[config.mk]
export PLATFORM = sky130hd
export DESIGN_NAME = fp16_elementwise_binary_alu
export DESIGN_NICKNAME = d
export VERILOG_FILES = /design/src/design/f16alu_pkg.sv /design/src/design/f16alu_front.sv /design/src/design/f16alu_core.sv /design/src/design/f16alu_round.sv /design/src/design/fp16_elementwise_binary_alu.sv
export SDC_FILE = /design/constraint.sdc
export NUM_CORES = 2
export LEC_CHECK = 0
export BUFFER_PORTS_ARGS = -buffer_cell sky130_fd_sc_hd__buf_2
export CORE_MARGIN = 4
export CORE_UTILIZATION = 35
export DETAILED_ROUTE_END_ITERATION = 16
export PLACE_DENSITY_LB_ADDON = 0.08
export SLEW_MARGIN = 20
export SYNTH_ARGS = -nofsm -noshare
export SYNTH_HDL_FRONTEND = slang
export SYNTH_HIERARCHICAL = 1
export SYNTH_SLANG_ARGS = --single-unit
[constraint.sdc]
create_clock -name clk_i -period 15.25 [get_ports clk_i]
set_input_delay 3.05 -clock clk_i [delete_from_list [all_inputs] [get_ports clk_i]]
set_output_delay 3.05 -clock clk_i [all_outputs]
set_load 0.1 [all_outputs]
[src/design/f16alu_pkg.sv]
// shared types, codes and constants of the binary16 elementwise alu
`timescale 1ns / 1ps
package f16alu_pkg;

  // operation register codes
  localparam logic [2:0] OP_ADD  = 3'd0;
  localparam logic [2:0] OP_SUB  = 3'd1;
  localparam logic [2:0] OP_MUL  = 3'd2;
  localparam logic [2:0] OP_DIV  = 3'd3;
  localparam logic [2:0] OP_MAX  = 3'd4;
  localparam logic [2:0] OP_MIN  = 3'd5;
  localparam logic [2:0] OP_RSUB = 3'd6;
  localparam logic [2:0] OP_RDIV = 3'd7;

  // broadcast register codes
  localparam logic [1:0] BC_NONE = 2'd0;
  localparam logic [1:0] BC_B    = 2'd1;
  localparam logic [1:0] BC_A    = 2'd2;

  // register indexes
  localparam logic [1:0] CFG_OPERATION = 2'd0;
  localparam logic [1:0] CFG_BROADCAST = 2'd1;
  localparam logic [1:0] CFG_SCALAR    = 2'd2;

  localparam logic [15:0] CANON_NAN = 16'h7E00;
  localparam logic [14:0] INF_MAG   = 15'h7C00;

  // quotient bits, bits per divider stage, divider stages
  localparam int DivBits   = 16;
  localparam int DivStep   = 4;
  localparam int DivStages = DivBits / DivStep;

  typedef enum logic [1:0] {
    KIND_ADD,
    KIND_MUL,
    KIND_DIV
  } kind_e;

  typedef logic signed [6:0] hexp_t;
  typedef logic signed [7:0] exp_t;

  typedef struct packed {
    logic [2:0]  operation;
    logic [1:0]  broadcast;
    logic [15:0] scalar;
  } cfg_t;

  // unpacked operands, mantissas normalized with msb at bit 10
  typedef struct packed {
    logic        valid;
    logic        last;
    logic        spec;
    logic [15:0] spec_val;
    kind_e       kind;
    logic        sx;
    logic        sy;
    hexp_t       ex;
    hexp_t       ey;
    logic [10:0] mx;
    logic [10:0] my;
  } front_t;

  // unrounded result: value = mant * 2^exp, sticky jammed into lsb
  typedef struct packed {
    logic        valid;
    logic        last;
    logic        spec;
    logic [15:0] spec_val;
    logic        sign;
    exp_t        exp;
    logic [25:0] mant;
  } arith_t;

endpackage

[src/design/f16alu_front.sv]
// operand select, unpack and special-case stage
`timescale 1ns / 1ps
module f16alu_front (
  input  logic               clk_i,
  input  logic               rst_ni,
  input  logic               valid_i,
  input  logic [15:0]        a_i,
  input  logic [15:0]        b_i,
  input  logic               last_i,
  input  f16alu_pkg::cfg_t   cfg_i,
  output f16alu_pkg::front_t front_o
);

  typedef struct packed {
    logic                nan;
    logic                inf;
    logic                zero;
    logic [10:0]         m;
    f16alu_pkg::hexp_t   e;
  } unp_t;

  function automatic unp_t unpack(input logic [15:0] h);
    unp_t       u;
    logic [4:0] ef;
    logic [9:0] fr;
    logic [3:0] lz;
    ef = h[14:10];
    fr = h[9:0];
    u.nan  = (ef == 5'h1f) && (fr != 10'd0);
    u.inf  = (ef == 5'h1f) && (fr == 10'd0);
    u.zero = (ef == 5'd0) && (fr == 10'd0);
    lz = 4'd0;
    for (int i = 0; i < 10; i++) begin
      if (fr[i]) lz = 4'(10 - i);
    end
    if (ef != 5'd0) begin
      u.m = {1'b1, fr};
      u.e = $signed({2'b00, ef}) - 7'sd15;
    end else begin
      // subnormal: normalize
      u.m = {1'b0, fr} << lz;
      u.e = -7'sd14 - $signed({3'b000, lz});
    end
    return u;
  endfunction

  function automatic logic [15:0] order_key(input logic [15:0] h);
    logic [15:0] mag;
    mag = {1'b0, h[14:0]};
    return h[15] ? (16'h7fff - mag) : (16'h8000 + mag);
  endfunction

  logic [15:0]        a_sel, b_sel, x, y;
  logic               rev, neg, sx, sy_add, s_mul;
  unp_t               ux, uy;
  logic               a_gt;
  f16alu_pkg::front_t front_d, front_q;

  always_comb begin
    a_sel  = (cfg_i.broadcast == f16alu_pkg::BC_A) ? cfg_i.scalar : a_i;
    b_sel  = (cfg_i.broadcast == f16alu_pkg::BC_B) ? cfg_i.scalar : b_i;
    rev    = (cfg_i.operation == f16alu_pkg::OP_RSUB) || (cfg_i.operation == f16alu_pkg::OP_RDIV);
    neg    = (cfg_i.operation == f16alu_pkg::OP_SUB) || (cfg_i.operation == f16alu_pkg::OP_RSUB);
    x      = rev ? b_sel : a_sel;
    y      = rev ? a_sel : b_sel;
    ux     = unpack(x);
    uy     = unpack(y);
    sx     = x[15];
    sy_add = y[15] ^ neg;
    s_mul  = x[15] ^ y[15];
    a_gt   = order_key(x) > order_key(y);

    front_d.valid    = valid_i;
    front_d.last     = last_i;
    front_d.spec     = 1'b1;
    front_d.spec_val = f16alu_pkg::CANON_NAN;
    front_d.kind     = f16alu_pkg::KIND_ADD;
    front_d.sx       = sx;
    front_d.sy       = sy_add;
    front_d.ex       = ux.e;
    front_d.ey       = uy.e;
    front_d.mx       = ux.m;
    front_d.my       = uy.m;

    unique case (cfg_i.operation)
      f16alu_pkg::OP_ADD, f16alu_pkg::OP_SUB, f16alu_pkg::OP_RSUB: begin
        front_d.kind = f16alu_pkg::KIND_ADD;
        if (ux.nan || uy.nan) begin
          front_d.spec_val = f16alu_pkg::CANON_NAN;
        end else if (ux.inf && uy.inf && (sx != sy_add)) begin
          front_d.spec_val = f16alu_pkg::CANON_NAN;
        end else if (ux.inf) begin
          front_d.spec_val = x;
        end else if (uy.inf) begin
          front_d.spec_val = {sy_add, y[14:0]};
        end else if (ux.zero && uy.zero) begin
          front_d.spec_val = {sx & sy_add, 15'd0};
        end else if (ux.zero) begin
          front_d.spec_val = {sy_add, y[14:0]};
        end else if (uy.zero) begin
          front_d.spec_val = x;
        end else begin
          front_d.spec = 1'b0;
        end
      end
      f16alu_pkg::OP_MUL: begin
        front_d.kind = f16alu_pkg::KIND_MUL;
        front_d.sx   = s_mul;
        if (ux.nan || uy.nan || (ux.inf && uy.zero) || (ux.zero && uy.inf)) begin
          front_d.spec_val = f16alu_pkg::CANON_NAN;
        end else if (ux.inf || uy.inf) begin
          front_d.spec_val = {s_mul, f16alu_pkg::INF_MAG};
        end else if (ux.zero || uy.zero) begin
          front_d.spec_val = {s_mul, 15'd0};
        end else begin
          front_d.spec = 1'b0;
        end
      end
      f16alu_pkg::OP_DIV, f16alu_pkg::OP_RDIV: begin
        front_d.kind = f16alu_pkg::KIND_DIV;
        front_d.sx   = s_mul;
        if (ux.nan || uy.nan || (ux.zero && uy.zero) || (ux.inf && uy.inf)) begin
          front_d.spec_val = f16alu_pkg::CANON_NAN;
        end else if (uy.zero || ux.inf) begin
          front_d.spec_val = {s_mul, f16alu_pkg::INF_MAG};
        end else if (uy.inf || ux.zero) begin
          front_d.spec_val = {s_mul, 15'd0};
        end else begin
          front_d.spec = 1'b0;
        end
      end
      f16alu_pkg::OP_MAX, f16alu_pkg::OP_MIN: begin
        // nan operands are ignored, -0 orders below +0
        if (ux.nan && uy.nan) begin
          front_d.spec_val = f16alu_pkg::CANON_NAN;
        end else if (ux.nan) begin
          front_d.spec_val = y;
        end else if (uy.nan) begin
          front_d.spec_val = x;
        end else if (cfg_i.operation == f16alu_pkg::OP_MAX) begin
          front_d.spec_val = a_gt ? x : y;
        end else begin
          front_d.spec_val = a_gt ? y : x;
        end
      end
    endcase
  end

  always_ff @(posedge clk_i or negedge rst_ni) begin
    if (!rst_ni) begin
      front_q <= '0;
    end else begin
      front_q <= front_d;
    end
  end

  assign front_o = front_q;

endmodule

[src/design/f16alu_core.sv]
// add and multiply stage followed by the pipelined radix-2 divider stages
`timescale 1ns / 1ps
module f16alu_core (
  input  logic               clk_i,
  input  logic               rst_ni,
  input  f16alu_pkg::front_t front_i,
  output f16alu_pkg::arith_t arith_o
);

  typedef struct packed {
    logic                valid;
    logic                last;
    logic                spec;
    logic [15:0]         spec_val;
    logic                is_div;
    logic                sign;
    f16alu_pkg::exp_t    exp;
    logic [25:0]         mant;
    logic [12:0]         div_r;
    logic [15:0]         div_q;
    logic [10:0]         div_y;
  } core_t;

  // DivStep restoring division steps: remainder and quotient so far
  function automatic logic [28:0] div_steps(input logic [12:0] r, input logic [15:0] q,
                                            input logic [10:0] y);
    logic [12:0] rr;
    logic [15:0] qq;
    rr = r;
    qq = q;
    for (int i = 0; i < f16alu_pkg::DivStep; i++) begin
      if (rr >= {2'b00, y}) begin
        rr = rr - {2'b00, y};
        qq = {qq[14:0], 1'b1};
      end else begin
        qq = {qq[14:0], 1'b0};
      end
      rr = {rr[11:0], 1'b0};
    end
    return {rr, qq};
  endfunction

  core_t st_d [f16alu_pkg::DivStages];
  core_t st_q [f16alu_pkg::DivStages];

  logic              swap, sbig, ssml;
  f16alu_pkg::hexp_t ebig, esml;
  logic [10:0]       mbig, msml;
  f16alu_pkg::exp_t  dexp;
  logic [47:0]       al_w;
  logic [23:0]       mb, al;
  logic [24:0]       sum;
  logic              s_add;
  logic [21:0]       prod;
  logic [28:0]       div0;

  always_comb begin
    // alignment for add
    swap = front_i.ey > front_i.ex;
    ebig = swap ? front_i.ey : front_i.ex;
    esml = swap ? front_i.ex : front_i.ey;
    mbig = swap ? front_i.my : front_i.mx;
    msml = swap ? front_i.mx : front_i.my;
    sbig = swap ? front_i.sy : front_i.sx;
    ssml = swap ? front_i.sx : front_i.sy;
    dexp = f16alu_pkg::exp_t'(ebig) - f16alu_pkg::exp_t'(esml);
    al_w = {msml, 37'd0} >> dexp[5:0];
    al   = al_w[47:24] | {23'd0, |al_w[23:0]};
    mb   = {mbig, 13'd0};
    if (sbig == ssml) begin
      sum   = {1'b0, mb} + {1'b0, al};
      s_add = sbig;
    end else if (mb >= al) begin
      sum   = {1'b0, mb - al};
      s_add = sbig;
    end else begin
      sum   = {1'b0, al - mb};
      s_add = ssml;
    end

    prod = front_i.mx * front_i.my;
    div0 = div_steps({2'b00, front_i.mx}, 16'd0, front_i.my);

    st_d[0].valid    = front_i.valid;
    st_d[0].last     = front_i.last;
    st_d[0].spec     = front_i.spec;
    st_d[0].spec_val = front_i.spec_val;
    st_d[0].is_div   = 1'b0;
    st_d[0].div_r    = div0[28:16];
    st_d[0].div_q    = div0[15:0];
    st_d[0].div_y    = front_i.my;
    unique case (front_i.kind)
      f16alu_pkg::KIND_MUL: begin
        st_d[0].sign = front_i.sx;
        st_d[0].exp  = f16alu_pkg::exp_t'(front_i.ex) + f16alu_pkg::exp_t'(front_i.ey)
                       - 8'sd24;
        st_d[0].mant = {prod, 4'd0};
      end
      f16alu_pkg::KIND_DIV: begin
        st_d[0].is_div = 1'b1;
        st_d[0].sign   = front_i.sx;
        st_d[0].exp    = f16alu_pkg::exp_t'(front_i.ex) - f16alu_pkg::exp_t'(front_i.ey)
                         - 8'sd25;
        st_d[0].mant   = '0;
      end
      default: begin
        st_d[0].sign = s_add;
        st_d[0].exp  = f16alu_pkg::exp_t'(ebig) - 8'sd23;
        st_d[0].mant = {1'b0, sum};
      end
    endcase
  end

  for (genvar k = 1; k < f16alu_pkg::DivStages; k++) begin : g_div
    logic [28:0] step;
    always_comb begin
      step    = div_steps(st_q[k-1].div_r, st_q[k-1].div_q, st_q[k-1].div_y);
      st_d[k] = st_q[k-1];
      if (st_q[k-1].is_div) begin
        st_d[k].div_r = step[28:16];
        st_d[k].div_q = step[15:0];
      end
    end
  end

  always_ff @(posedge clk_i or negedge rst_ni) begin
    if (!rst_ni) begin
      for (int k = 0; k < f16alu_pkg::DivStages; k++) st_q[k] <= '0;
    end else begin
      for (int k = 0; k < f16alu_pkg::DivStages; k++) st_q[k] <= st_d[k];
    end
  end

  always_comb begin
    arith_o.valid    = st_q[f16alu_pkg::DivStages-1].valid;
    arith_o.last     = st_q[f16alu_pkg::DivStages-1].last;
    arith_o.spec     = st_q[f16alu_pkg::DivStages-1].spec;
    arith_o.spec_val = st_q[f16alu_pkg::DivStages-1].spec_val;
    arith_o.sign     = st_q[f16alu_pkg::DivStages-1].sign;
    arith_o.exp      = st_q[f16alu_pkg::DivStages-1].exp;
    // nonzero remainder jams into the lsb
    arith_o.mant     = st_q[f16alu_pkg::DivStages-1].is_div ?
                       {st_q[f16alu_pkg::DivStages-1].div_q, 9'd0,
                        |st_q[f16alu_pkg::DivStages-1].div_r} :
                       st_q[f16alu_pkg::DivStages-1].mant;
  end

endmodule

[src/design/f16alu_round.sv]
// normalize stage and round-to-nearest-even pack stage
`timescale 1ns / 1ps
module f16alu_round (
  input  logic               clk_i,
  input  logic               rst_ni,
  input  f16alu_pkg::arith_t arith_i,
  output logic               done_o,
  output logic [15:0]        value_o,
  output logic               last_o
);

  typedef struct packed {
    logic              valid;
    logic              last;
    logic              spec;
    logic [15:0]       spec_val;
    logic              sign;
    logic              zero;
    f16alu_pkg::exp_t  t;
    logic [25:0]       mn;
  } norm_t;

  typedef struct packed {
    logic        valid;
    logic        last;
    logic [15:0] value;
  } out_t;

  norm_t            norm_d, norm_q;
  out_t             out_d, out_q;
  logic [4:0]       lz, sh;
  logic             ov, sub, g, st;
  f16alu_pkg::exp_t shv, tb;
  logic [52:0]      shifted;
  logic [10:0]      q;
  logic [14:0]      base, mag;

  always_comb begin
    lz = 5'd0;
    for (int i = 0; i < 26; i++) begin
      if (arith_i.mant[i]) lz = 5'(25 - i);
    end
    norm_d.valid    = arith_i.valid;
    norm_d.last     = arith_i.last;
    norm_d.spec     = arith_i.spec;
    norm_d.spec_val = arith_i.spec_val;
    norm_d.sign     = arith_i.sign;
    norm_d.zero     = arith_i.mant == 26'd0;
    norm_d.mn       = arith_i.mant << lz;
    // weight of the leading one
    norm_d.t        = arith_i.exp + 8'sd25 - $signed({3'b000, lz});
  end

  always_comb begin
    ov  = norm_q.t > 8'sd15;
    sub = norm_q.t < -8'sd14;
    shv = 8'sd1 - norm_q.t;
    if (!sub) begin
      sh = 5'd15;
    end else if (shv > 8'sd27) begin
      sh = 5'd27;
    end else begin
      sh = shv[4:0];
    end
    shifted = {norm_q.mn, 27'd0} >> sh;
    q    = shifted[37:27];
    g    = shifted[26];
    st   = |shifted[25:0];
    tb   = norm_q.t + 8'sd14;
    base = sub ? 15'd0 : {tb[4:0], 10'd0};
    // a carry out of the mantissa bumps the exponent, up to infinity
    mag  = base + {4'd0, q} + {14'd0, g & (st | q[0])};

    out_d.valid = norm_q.valid;
    out_d.last  = norm_q.last;
    if (norm_q.spec) begin
      out_d.value = norm_q.spec_val;
    end else if (norm_q.zero) begin
      out_d.value = 16'd0;
    end else if (ov) begin
      out_d.value = {norm_q.sign, f16alu_pkg::INF_MAG};
    end else begin
      out_d.value = {norm_q.sign, mag};
    end
  end

  always_ff @(posedge clk_i or negedge rst_ni) begin
    if (!rst_ni) begin
      norm_q <= '0;
      out_q  <= '0;
    end else begin
      norm_q <= norm_d;
      out_q  <= out_d;
    end
  end

  assign done_o  = out_q.valid;
  assign value_o = out_q.value;
  assign last_o  = out_q.last;

endmodule

[src/design/fp16_elementwise_binary_alu.sv]
// top level of the binary16 elementwise alu: registers, pipeline and checks
//
//  channel   handshake          payload
//  command   start_i / busy_o   operand_a_i, operand_b_i, last_in_i
//  result    done_o (strobe)    result_value_o, last_out_o
//  config    cfg_we_i           cfg_index_i, cfg_wdata_i
//
// a word is taken every cycle; each result follows its command through the unpack
// stage, the four divider stages (4 quotient bits each), then the normalize and
// round stages; every operation uses that path
// busy_o stays low, the receiver cannot stall, so the pipeline never holds
// reset clears the registers and the pipeline valid bits
`timescale 1ns / 1ps
module fp16_elementwise_binary_alu (
  input  logic        clk_i,
  input  logic        rst_ni,
  input  logic        start_i,
  output logic        busy_o,
  input  logic [15:0] operand_a_i,
  input  logic [15:0] operand_b_i,
  input  logic        last_in_i,
  output logic        done_o,
  output logic [15:0] result_value_o,
  output logic        last_out_o,
  input  logic        cfg_we_i,
  input  logic [1:0]  cfg_index_i,
  input  logic [15:0] cfg_wdata_i
);

  f16alu_pkg::cfg_t   cfg_q;
  f16alu_pkg::front_t front;
  f16alu_pkg::arith_t arith;

  always_ff @(posedge clk_i or negedge rst_ni) begin
    if (!rst_ni) begin
      cfg_q <= '0;
    end else if (cfg_we_i) begin
      case (cfg_index_i)
        f16alu_pkg::CFG_OPERATION: cfg_q.operation <= cfg_wdata_i[2:0];
        f16alu_pkg::CFG_BROADCAST: cfg_q.broadcast <= cfg_wdata_i[1:0];
        f16alu_pkg::CFG_SCALAR:    cfg_q.scalar    <= cfg_wdata_i;
        default: ;
      endcase
    end
  end

  assign busy_o = 1'b0;

  f16alu_front u_front (
    .clk_i   (clk_i),
    .rst_ni  (rst_ni),
    .valid_i (start_i && !busy_o),
    .a_i     (operand_a_i),
    .b_i     (operand_b_i),
    .last_i  (last_in_i),
    .cfg_i   (cfg_q),
    .front_o (front)
  );

  f16alu_core u_core (
    .clk_i   (clk_i),
    .rst_ni  (rst_ni),
    .front_i (front),
    .arith_o (arith)
  );

  f16alu_round u_round (
    .clk_i   (clk_i),
    .rst_ni  (rst_ni),
    .arith_i (arith),
    .done_o  (done_o),
    .value_o (result_value_o),
    .last_o  (last_out_o)
  );

  // every command yields its result
  a_cmd_done: assert property (@(posedge clk_i) disable iff (!rst_ni)
    (start_i && !busy_o) |-> ##7 done_o)
    else $error("command word lost in pipeline");

  a_done_cmd: assert property (@(posedge clk_i) disable iff (!rst_ni)
    done_o |-> $past(start_i && !busy_o, 7))
    else $error("result word without a command");

  a_last: assert property (@(posedge clk_i) disable iff (!rst_ni)
    done_o |-> (last_out_o == $past(last_in_i, 7)))
    else $error("last flag not carried with its word");

endmodule

==> flow_summary.ini <==
[drt]
detail-route-antenna-nets = 0
detailedRoute.firstPassIterationCount = 8
detail_route.drc_violations = 0
drt-vias-per-instance = 5.59
dr.first_iter.drc_count = 3174
post_drt_wl_per_cell_um = 21.6
routed_vias = 35100
wirelength_um = 136000

[logic_synthesis]
yosys.area.top_type_share_pct = 29.2
synthFlopType = sky130_fd_sc_hd__dfrtp_1
yosys.cell_types.count = 145
synth_area_leaders = sky130_fd_sc_hd__dfrtp_1 (29%), sky130_fd_sc_hd__ha_1 (10%), sky130_fd_sc_hd__fa_1 (4.3%)
postSynthAreaPerCell_um2 = 8.98
leading_post_synthesis_cells_by_instance_count = sky130_fd_sc_hd__dfrtp_1 (492), sky130_fd_sc_hd__inv_1 (376), sky130_fd_sc_hd__nor2_1 (370)
mappedNetlistArea_um2 = 42100
postSynthRegisterBits = 492
seq_area_frac_synth_pct = 29.2
syn_nets = 5180
synth-edff-count = 0
synth_area_leader = sky130_fd_sc_hd__dfrtp_1
synth_warnings = 6
yosys.cell_count.top_type = sky130_fd_sc_hd__dfrtp_1
syn-instance-count = 4694
postSynth.asyncResetShare_pct = 100

[clock_tree]
post_cts.repair.setup_buffers = 0
worst_setup_hold_path_clk_slew_ns = 0.06
post_cts_hold_buffer_count = 0
htree_levels = 2
cts_resized = 0
cts_buffer_depth = 3
clk-insertion-delay-late_ns = 0.65
tritoncts = built
tritoncts_sink_count = 492
clock_tree.root_cell = sky130_fd_sc_hd__clkbuf_16
cts-buffers-inserted = 56

[run]
max-cap-violations = 0

[final_layout]
postLayoutCoreUtil_pct = 38.1
postLayoutCellArea_um2 = 45600
final.fill_count = 12100
ratio_of_cells_with_drive_above_1_in_the_final_layout_pct = 11.4
area_growth_syn_to_layout_pct = 8.18
finish.net_count = 5119

[setup_path]
timing.critical_path.fanout_max = 19
worst-setup-path-type = flop to flop
minimum_setup_slack_among_reg_to_reg_paths_ns = 2.35
worst_setup_path_startpoint = u_front/front_o[1]
critical_path.max_stage_delay_ns = 0.81
timing.critical_path.from_type = flop
critical_path.reg2reg.endpoint = u_core/st_q[314]
required_ns = 15.76
timing.critical_path.mode_cell = sky130_fd_sc_hd__o21ai_0
worst_path_dominant_cell_family = compound AO/OA/AOI/OAI gates
crit_cells = 55
cp_num_buf_inv = 5
max_stage_delay_cell_worst_path = sky130_fd_sc_hd__dfrtp_1
setup.worst_path.end_class = flop
endpoint = u_core/st_q[314]
ff2ff_path_depth = 55
worstReg2RegStart = u_front/front_o[1]
critPathArrivalTime_ns = 13.41

[hold_path]
hold_removal_path_class = flop to flop

[timing]
finalCritPeriodShare_pct = 84.6
timing_hold_violations_final = 0
worst-slew-pin-transition_ns = 1.16
final.setup.tns_ns = 0
max_freq_ghz = 0.0775
rsz0062_at_grt = false
report.final.setup_viol = 0
final.min_clock_period_ns = 12.90
fin_worst_skew_ns = 0.0240
final-max-slew-violation-count = 0
max_slew_margin_pct = 21.7

[global_route]
grt_start_max_net_pins = 140
antenna_found_initial = 5
grt-ovfl-total = 0
track_usage_pct = 21.0
first_pass_grt_wire_length_um = 209000
first_global_vias = 33900

[die]
core.rowCount = 127
core_area_um2 = 120000
initial_utilization_pct = 35.2
num_io_pins = 74
fp.dieArea_um2 = 126000
die-width_um = 355
chipHeight_um = 355

[run_status]
status = finished, final reports clean

[placed_design]
place.detailed.hpwl_um = 104000
port_buffers = 72
gpl.final_weighted_congestion = 0.879
placedInstanceArea_um2 = 43600
-- flip-flops by register name, summed over array words and instances (netlist names) --
name             count
u_round/last_o       1
u_front/front_o     57
u_round/norm_q      55
u_core/arith_o      28
u_core/st_d        198
u_round/value_o     16
u_core/st_q        115
u_round/done_o       1
cfg_q               21
-- how the worst min path moves through the flow --
stage,cells past startpoint,start,to
2_1_floorplan,0,u_core/st_d[66],u_core/arith_o[26]
3_3_place_gp,0,u_core/st_d[254],u_core/st_d[159]
3_5_place_dp,0,u_core/st_d[68],u_core/arith_o[28]
4_1_cts,0,u_core/st_d[171],u_core/st_d[76]
5_1_grt,0,u_core/st_d[273],u_core/st_d[178]
6_report,0,u_core/st_d[235],u_core/st_d[140]
-- per-layer routing --
layer	global-route usage (%)	up-vias	share of wire (%)
met2	32.7	870	44
met4	4.13	4	1.9
li1	-	16700	-
met3	1.87	145	4.3
met1	31.7	17400	50
met5	0	-	0.021
-- layout make-up --
cell class,instances,area (µm²),area share [%]
Antenna cell,2,5.00,0.0110
Clock buffer,76,1640,3.59
Clock inverter,25,302,0.662
Inverter,384,1440,3.16
Multi-Input combinational cell,3566,27000,59.3
Sequential cell,492,12300,27.0
Tap cell,1612,2020,4.42
Timing Repair Buffer,133,841,1.84
-- worst reg2reg max path, delay by kind of cell (launching register included) --
| family | cells | cell delay [ns] |
|---|---|---|
| muxes | 2 | 0.70 |
| buffers and inverters | 5 | 1.12 |
| AOI/OAI and AO/OA | 32 | 6.32 |
| and+or+nand+nor | 12 | 2.39 |
| adders and majority gates | 4 | 1.44 |
| DFF | 1 | 0.81 |
-- placed cells by master (no fill, tap or decap), types with 119 or more instances in the layout --
cell type                   n
sky130_fd_sc_hd__ha_1     341
sky130_fd_sc_hd__a21oi_1  341
sky130_fd_sc_hd__dfrtp_1  490
sky130_fd_sc_hd__mux2i_1  135
sky130_fd_sc_hd__inv_1    376
sky130_fd_sc_hd__nand2_1  329
sky130_fd_sc_hd__o21ai_0  227
sky130_fd_sc_hd__xnor2_1  139
sky130_fd_sc_hd__mux2_2   119
sky130_fd_sc_hd__nor2_1   370
-- kinds of logic after synthesis --
kind of cell | share of synthesized area [%]
flops | 29.2
simple gates | 15.9
mux | 7.72
buf+inv | 6.79
xor+xnor | 4.36
compound gates | 21.6
other cells | 0.00890
fa+ha+maj | 14.4
-- through the flow --
step	hold slack (ns)	std cells	setup WS, ns
final	0.341	6290	2.35
after CTS	0.338	6288	2.45
after floorplan	0.331	4694	3.75
after global placement	0.332	6187	2.72
after global routing	0.350	6288	1.24
after detailed placement	0.335	6187	2.52
Power is not shown: default switching activity piles up to over one toggle a cycle in this logic, so the estimate is an artifact.
